**config.mk**
```make
export PLATFORM = sky130hd
export DESIGN_NAME = ohs_ctrl
export DESIGN_NICKNAME = d
export VERILOG_FILES = /design/src/hw/rtl/ohs_pkg.sv /design/src/hw/rtl/ohs_ctrl.sv
export SDC_FILE = /design/constraint.sdc
export NUM_CORES = 1
export LEC_CHECK = 0
export ABC_AREA = 1
export BUFFER_PORTS_ARGS = -buffer_cell sky130_fd_sc_hd__buf_2
export CAP_MARGIN = 40
export CORE_AREA = 2 2 39 41
export CTS_CLUSTER_DIAMETER = 150
export DETAILED_ROUTE_END_ITERATION = 16
export DIE_AREA = 0 0 41 43
export PLACE_DENSITY_LB_ADDON = 0.05
export SETUP_SLACK_MARGIN = 0.2
export SYNTH_ARGS = -nofsm -noshare
export SYNTH_HDL_FRONTEND = slang
export SYNTH_SLANG_ARGS = --single-unit
```
**constraint.sdc**
```tcl
create_clock -name i_clk -period 2.55 [get_ports i_clk]
set_input_delay 0 -clock i_clk [delete_from_list [all_inputs] [get_ports i_clk]]
set_output_delay 0 -clock i_clk [all_outputs]
set_load 0.01 [all_outputs]
```
**src/hw/rtl/ohs_pkg.sv**
```systemverilog
// Shared constants, types and control structs of the open addressing hash set.
`timescale 1ns / 1ps

package ohs_pkg;

    // Table geometry
    localparam int TABLE_SLOTS = 1024;
    localparam int KEY_BYTES   = 8;
    localparam int IDX_W       = $clog2(TABLE_SLOTS);
    localparam int KEY_W       = 64;
    localparam int BIDX_W      = 3;
    localparam int CNT_W       = 11;
    localparam int OUT_W       = 16;

    // Hash constants
    localparam logic [KEY_W-1:0] HASH_SEED  = 64'd5381;
    localparam logic [KEY_W-1:0] HASH_PRIME = 64'hFFFF_FFFF_FFFF_FFC5;

    // Used key bits; an all-ones key under this mask marks a tombstone
    localparam logic [KEY_W-1:0] KEY_MASK =
        (KEY_BYTES >= 8) ? {KEY_W{1'b1}}
                         : KEY_W'((65'd1 << (8 * KEY_BYTES)) - 65'd1);

    localparam logic [BIDX_W-1:0] LAST_BYTE = BIDX_W'(KEY_BYTES - 1);
    localparam logic [IDX_W-1:0]  LAST_SLOT = IDX_W'(TABLE_SLOTS - 1);

    // Operation codes
    typedef enum logic [1:0] {
        CMD_ADD = 2'd0,
        CMD_DEL = 2'd1,
        CMD_QRY = 2'd2,
        CMD_NOP = 2'd3
    } t_cmd;

    // Controller to datapath commands
    typedef struct packed {
        logic load;
        logic hash_en;
        logic reduce;
        logic probe_rd;
        logic probe_eval;
        logic finish;
        logic clr_en;
    } t_dp_ctl;

    // Datapath to controller status
    typedef struct packed {
        logic skip;
        logic hash_last;
        logic hit;
        logic empty;
        logic bound_last;
        logic clr_last;
        logic out_free;
    } t_dp_sts;

endpackage

```
**src/hw/rtl/ohs_ctrl.sv**
```systemverilog
// Controller state machine: clearing pass, hashing, probing and finish.
`timescale 1ns / 1ps

module ohs_ctrl (
    input  logic             i_clk,
    input  logic             i_rst_n,
    input  logic             i_s_tvalid,
    output logic             o_s_tready,
    input  ohs_pkg::t_dp_sts i_sts,
    output ohs_pkg::t_dp_ctl o_ctl
);

    import ohs_pkg::*;

    typedef enum logic [2:0] {
        ST_CLEAR,
        ST_IDLE,
        ST_HASH,
        ST_REDUCE,
        ST_PROBE_RD,
        ST_PROBE_CMP,
        ST_FIN
    } t_state;

    t_state r_state;
    t_state n_state;

    // next state
    always_comb begin
        n_state = r_state;
        case (r_state)
            ST_CLEAR: begin
                if (i_sts.clr_last) n_state = ST_IDLE;
            end
            ST_IDLE: begin
                if (i_s_tvalid) n_state = ST_HASH;
            end
            ST_HASH: begin
                if (i_sts.hash_last) n_state = ST_REDUCE;
            end
            ST_REDUCE: begin
                n_state = i_sts.skip ? ST_FIN : ST_PROBE_RD;
            end
            ST_PROBE_RD: begin
                n_state = ST_PROBE_CMP;
            end
            ST_PROBE_CMP: begin
                if (i_sts.hit || i_sts.empty || i_sts.bound_last) n_state = ST_FIN;
                else n_state = ST_PROBE_RD;
            end
            ST_FIN: begin
                if (i_sts.out_free) n_state = ST_IDLE;
            end
            default: n_state = ST_IDLE;
        endcase
    end

    // state register
    always_ff @(posedge i_clk) begin
        if (!i_rst_n) begin
            r_state <= ST_CLEAR;
        end else begin
            r_state <= n_state;
        end
    end

    // command decode
    assign o_s_tready       = (r_state == ST_IDLE);
    assign o_ctl.load       = (r_state == ST_IDLE) && i_s_tvalid;
    assign o_ctl.hash_en    = (r_state == ST_HASH);
    assign o_ctl.reduce     = (r_state == ST_REDUCE);
    assign o_ctl.probe_rd   = (r_state == ST_PROBE_RD);
    assign o_ctl.probe_eval = (r_state == ST_PROBE_CMP);
    assign o_ctl.finish     = (r_state == ST_FIN) && i_sts.out_free;
    assign o_ctl.clr_en     = (r_state == ST_CLEAR);

endmodule

```
# Word-level counts from Yosys, hierarchy flattened

Cells that the tools add are included.
W data, S select, Z words.

Flip-flop bits (word level): 3
Bits in latches: 0
ROM bits: 0
Memory bits (writable): 0
Input port bits: 10
Logic and storage cells: 24
Output and inout bits: 8
Memories: 0

Multipliers: 0
Eq/ne operators: 10
Reductions and logical operators: 6
$lt $le $gt $ge: 0
Div/mod/pow operators: 0
Muxes and demuxes: 7
Shift operators: 0
Add/subtract/negate cells: 0
Bitwise logic cells: 0

Operator list:

| operator             | number |
|---|---|
| $pmux W3 S7          | 1 |
| $mux W3              | 4 |
| $eq A3 B3 Y1 const B | 3 |
| $ne A2 B2 Y1 const B | 4 |
| $eq A3 B2 Y1 const B | 2 |
| $mux W2              | 2 |
| $reduce_and A4 Y1    | 1 |
| $eq A3 B1 Y1 const B | 1 |
| $logic_not A3 Y1     | 1 |
| $logic_and A1 B1 Y1  | 2 |
| $logic_or A1 B1 Y1   | 2 |

# Longest topological paths before layout

Gate-level depths: netlist of run 1.

Word-level depth: 4
Mapped depth: 8
Mapped depth without buffers: 8

# Worst setup path before layout of run 1

No wires, ideal clock.

Path kind: reg-to-reg
Start: reg r_state[1]
End: reg r_state[1]
Required time: 2.480 ns
Cell stages (with the launch flop): 8
Clock period less this slack: 1.203 ns
Arrival: 1.134 ns
Buffers on the path: 0
Slack: 1.347 ns
Setup time: 0.070 ns
Cell sequence: dfxtp_1 -> inv_2 -> ha_1 -> nand2_1 -> inv_1 -> a21oi_1 -> nand2_1 -> a21oi_1

Longest elaborated chain between the ends: 3

RTL lines:

| what                                       | line           | source |
|---|---|---|
| start, declared                            | ohs_ctrl.sv:25 | `t_state r_state;` |
| start signal, assigned                     | ohs_ctrl.sv:63 | `r_state <= n_state;` |
| $eq A3 B2 Y1, or another cell as far along | ohs_ctrl.sv:31 | `case (r_state)` |
| $ne A2 B2 Y1 (no source line)              | n/a            |  |
| $reduce_and A4 Y1 (no source line)         | n/a            |  |

Parallel ways exist; a longest one is shown, timed or not.
A chain may end at the register's enable or synchronous reset.

# Worst setup path after layout of run 1

Ends and elaborated chain as after synthesis.

==> out/metrics.yaml, run 1 <==
run_status:
  status: "finished, final reports clean"
timing:
  slew_viol_final: 0
  fin_ws_ns: 1.22
  holdWs_ns: 0.0286
  period_needed_ns: 1.33
  max_freq_ghz: 0.750
  hold_violations: 0
  tightestPinTransition_ns: 0.338
  rsz0062_at_grt: "no"
  period_share: 0.523
  finalSetupViolations: 0
  final.setup.tns_ns: 0
  fin_skew_ns: 0.00506
  slew_headroom: 0.774
layout:
  largest_reg_flops: 3
  antenna_cells: 0
  final_net_count: 91
  n_fill_cell: 178
  syn2layout_area_growth_pct: 40.6
  largestRegisters: "r_state: 3 flops"
  layout-drive-gt1-share: 0.304
  seq_area_um2: 60.1
  regMostFlops: "r_state"
  multi_input_area_um2: 198
detailed_routing:
  drtIter0Drc: 2
  drc: 0
  drtAntennaViolNets: 0
  wl_per_cell_um: 8.49
  drt-total-wl_um: 807
  viasPerCell: 4.20
  vias: 399
  dr.pass1.iters: 2
setup_path:
  ff2ff_setup_slack_ns: 1.22
  end_kind: "flip-flop"
  slowest_stage: "dfxtp_1"
  cp.required_ns: 2.72
  cp_max_fo: 7
  crit_path_start_kind: "flip-flop"
  crit_chain: "inv_2 > ha_1 > nand2_1 > inv_1 > a21oi_1 > nand2_1 > a21oi_1"
  max_stage_delay_ns: 0.45
  critPathArrivalTime_ns: 1.50
  criticalPathCategory: "flip-flop to flip-flop"
synthesis:
  syn_nets: 70
  synthTopCellsByCount: "13 x nand2_1, 12 x nor2_1, 11 x inv_1"
  syn_inst: 59
  async_reset_ff_frac: 0
  synth_seq_cells: 3
  ys_seq_area_frac: 0.193
  syn_avg_cell_area_um2: 5.28
  synth_area_leaders: "dfxtp_1 19%, nand2_1 16%, nor2_1 14%, inv_1 13%, nand3_1 11%"
  yosysMostFrequentCell: "nand2_1"
  synth_top_area_cell: "dfxtp_1"
  synth_ff_type: "dfxtp_1"
  synth_top_cell_area_share: 0.193
  yosysWarningCount: 0
  synth_cell_type_count: 14
  synth_edf_count: 0
  syn_area_um2: 312
global_route:
  grt_pass1_vias: 354
  grt_max_degree: 10
  track_usage: 0.113
  grt_pass1_wl_um: 1390
  antenna_found_initial: 0
  grt_overflow_total: 0
floorplan:
  die_h_um: 43
  start_util: 0.225
  die-area_um2: 1760
  fp.coreArea_um2: 1380
  die_x_um: 41
  core.rowCount: 14
  ioPinCount: 18
clocking:
  worstSkewPairLatency_ns: 0.24
  postCtsSetupRepairBufs: 0
  htreeDepth: 1
  postCtsResizedCells: 0
  clock-sinks: 3
  ctsLongestPathBuffers: 2
  cts_made_buffers: 3
  cts_root_buf: "clkbuf_4"
  clk_pin_slew_ns: 0.04
  hold_buffers: 0
  cts_tree: "done"
place:
  gp_congestion: 0.734
  place_ws_ns: 1.22
  hpwl_um: 677
  numPortBuffers: 17
power_and_ir_drop:
  power_density_nw_per_um2: 506
  p_leak_nw: 0.268
  power_mw: 0.221
  vdd_ir_drop_max_uv: 251
min_path:
  hp-class: "primary input to flip-flop"
flow_run:
  drv_cap: 0
-- critical path: cells and delay by family, from the launching register on --
kind	cells	cell delay (ns)
flip-flops	1	0.45
adder cells (fa/ha/maj)	1	0.30
AO/OA/AOI/OAI	2	0.22
buffers and inverters	2	0.15
AND/OR/NAND/NOR	2	0.14
-- stage by stage --
step / area (µm²) / utilization / std cells
2_1_floorplan: 312 / - / 59
3_3_place_gp: 412 / 0.297 / 91
3_5_place_dp: 412 / 0.297 / 91
4_1_cts: 438 / 0.316 / 95
5_1_grt: 438 / 0.316 / 95
6_report: 438 / 0.316 / 95
-- worst paths after layout --
kind | from | endpoint | depth (start not counted)
max | r_state[1]$_SDFFE_PN0P_ | r_state[1]$_SDFFE_PN0P_ | 7
min | i_rst_n | r_state[1]$_SDFFE_PN0P_ | 3
max reg2reg | r_state[1]$_SDFFE_PN0P_ | r_state[1]$_SDFFE_PN0P_ | 7
min reg2reg | r_state[1]$_SDFFE_PN0P_ | r_state[1]$_SDFFE_PN0P_ | 2
-- cell families (layout without fill, tap and decap cells) --
family | Yosys count | in the layout | share of synthesized area
adders and majority gates | 1 | 1 | 0.0402
buffers and inverters | 14 | 34 | 0.173
AOI/OAI and AO/OA | 4 | 4 | 0.0643
and+or+nand+nor | 37 | 37 | 0.530
DFF | 3 | 3 | 0.193
-- final cells by class --
cell class	count	share of cell area
inverters	13	0.111
repair buffers	17	0.194
multi-input cells	42	0.451
flip-flops and latches	3	0.137
well taps	16	0.0457
clock buffers	4	0.0600
-- per-layer routing --
| metal | global-route usage | up-vias | share of wire |
|---|---|---|---|
| li1 | - | 219 | - |
| met1 | 0.170 | 169 | 0.48 |
| met2 | 0.150 | 11 | 0.45 |
| met3 | 0.0628 | 0 | 0.077 |
| met4 | 0 | 0 | 0 |
| met5 | 0 | - | 0 |
-- layout by cell type, fill, tap and decap left out, types with 2 or more instances in the layout --
master / netlist / routed
inv_1: 11 / 11
a21oi_1: 4 / 4
dfxtp_1: 3 / 3
clkbuf_4: 0 / 3
inv_2: 2 / 2
buf_2: 1 / 17
nand3_1: 7 / 7
nand2_1: 13 / 13
nor2_1: 12 / 12
-- where the power goes --
group | switching, mW | internal, mW
clock network | 0.0256 | 0.0587
logic | 0.0443 | 0.0305
registers | 0.0108 | 0.0516
(Power assumes the default switching activity.)
==> inputs of run 2 (changes only) <==
==> constraint.sdc (replaced) <==
create_clock -name i_clk -period 1.35 [get_ports i_clk]
set_input_delay 0 -clock i_clk [delete_from_list [all_inputs] [get_ports i_clk]]
set_output_delay 0 -clock i_clk [all_outputs]
set_load 0.01 [all_outputs]
==> out/metrics.yaml, run 2 (same netlist as run 1, synthesis figures left out) <==
clocking:
  htreeDepth: 1
  hold_buffers: 0
  clk_pin_slew_ns: 0.04
  cts_tree: "done"
  cts_made_buffers: 3
  ctsLongestPathBuffers: 2
  cts_root_buf: "clkbuf_4"
  worstSkewPairLatency_ns: 0.23
  clock-sinks: 3
setup_path:
  max_stage_delay_ns: 0.38
  critPathArrivalTime_ns: 1.26
  cp_max_fo: 6
  end_kind: "flip-flop"
  cp.required_ns: 1.50
  crit_path_start_kind: "flip-flop"
  crit_chain: "inv_8 > ha_4 > nand2_2 > inv_1 > a21oi_2 > nand2_1 > a21oi_1"
  slowest_stage: "dfxtp_4"
  criticalPathCategory: "flip-flop to flip-flop"
place:
  placedInstanceArea_um2: 420
  hpwl_um: 681
  numPortBuffers: 17
  gp_congestion: 0.727
detailed_routing:
  drtIter0Drc: 6
  dr.pass1.iters: 4
  drt-total-wl_um: 948
  drtAntennaViolNets: 0
  drc: 0
  wl_per_cell_um: 9.48
  vias: 430
  viasPerCell: 4.30
floorplan:
  die-area_um2: 1760
  core.rowCount: 14
  start_util: 0.225
  die_x_um: 41
  fp.coreArea_um2: 1380
  ioPinCount: 18
  die_h_um: 43
timing:
  rsz0062_at_grt: "yes"
  hold_violations: 0
  slew_viol_final: 0
  period_share: 0.825
  final.setup.tns_ns: 0
  fin_skew_ns: 0.00568
  tightestPinTransition_ns: 0.133
  holdWs_ns: 0.0377
  finalSetupViolations: 0
  slew_headroom: 0.911
  period_needed_ns: 1.11
  max_freq_ghz: 0.898
layout:
  layout-drive-gt1-share: 0.500
  largest_reg_flops: 3
  final_common_cell: "buf_2"
  syn2layout_area_growth_pct: 79.1
  postLayoutCellArea_um2: 558
  n_fill_cell: 159
  regMostFlops: "r_state"
  largestRegisters: "r_state: 3 flops"
  final_net_count: 96
  multi_input_area_um2: 255
  seq_area_um2: 71.3
  antenna_cells: 0
  mostFrequentLayoutCells: "17 x buf_2, 12 x nand2_1, 11 x inv_1"
  fin_util: 0.403
flow_run:
  drv_cap: 0
global_route:
  grt_pass1_vias: 385
  antenna_found_initial: 0
  track_usage: 0.127
  grt_pass1_wl_um: 1530
  grt_max_degree: 10
  grt_overflow_total: 0
min_path:
  hp-class: "primary input to flip-flop"
run_status:
  status: "finished, final reports clean"
power_and_ir_drop:
  power_density_nw_per_um2: 855
  p_leak_nw: 0.300
  vdd_ir_drop_max_uv: 696
run 2: cell count changes in the layout (fill, tap and decap cells not counted), moves of 2 or more:
cell,previous run,this run
nor2_2,1,4
nor2_1,12,9
dfxtp_1,3,0
a21oi_1,4,1
a21oi_2,0,3
dfxtp_4,0,3
inv_2,2,0
buf_4,0,4
nand3_1,7,5
run 2: final cells by class:
type,count,share of cell area
Clock buffer,4,0.0471
Tap cell,16,0.0359
Multi-Input combinational cell,42,0.457
Sequential cell,3,0.128
Inverter,13,0.105
Timing Repair Buffer,22,0.226
run 2: worst max-delay path, delay by kind of cell, from the launching register on:
family / cells / cell delay [ns]
and+or+nand+nor: 2 / 0.12
AOI/OAI and AO/OA: 2 / 0.21
DFF: 1 / 0.38
buffers and inverters: 2 / 0.10
adders and majority gates: 1 / 0.23
run 2: worst paths after layout:
kind	startpoint	end	slack, ns	cells after the start
setup / recovery	r_state[1]$_SDFFE_PN0P_	r_state[1]$_SDFFE_PN0P_	0.24	7
hold / removal	i_rst_n	r_state[0]$_SDFFE_PN0P_	0.04	3
setup reg to reg	r_state[1]$_SDFFE_PN0P_	r_state[1]$_SDFFE_PN0P_	0.24	7
hold reg to reg	r_state[2]$_SDFFE_PN0P_	r_state[2]$_SDFFE_PN0P_	0.56	2
run 2: per-layer routing:
metal,vias to the layer above,track usage,routed length (µm),share of wire
met5,-,0,0,0
met4,0,0.0200,0,0
met3,0,0.0628,42,0.044
met2,11,0.191,472,0.50
met1,186,0.163,433,0.46
li1,233,-,-,-
run 2: repair_timing:
item / 4_1_cts / 5_1_grt
buffers inserted: 1 / 3
gates resized for setup: 8 / 16
gates cloned: 0 / 0
pin swaps: 1 / 5
setup endpoints to repair: 5 / 4
run 2: stage by stage:
| step | power, mW | worst slack [ns] | instances |
|---|---|---|---|
| final | 0.477 | 0.236 | 100 |
| after global routing | 0.520 | 0.195 | 100 |
| after CTS | 0.436 | 0.204 | 97 |
| after detailed placement | 0.259 | 0.0577 | 92 |
| after global placement | 0.262 | -0.0167 | 92 |
| after floorplan | 0.214 | 0.206 | 59 |
run 2: report_power, final:
part           total, mW  internal (mW)  switching [mW]
combinational      0.210         0.0937           0.116
clock              0.154          0.111          0.0440
sequential         0.113         0.0978          0.0151
total              0.477          0.302           0.175
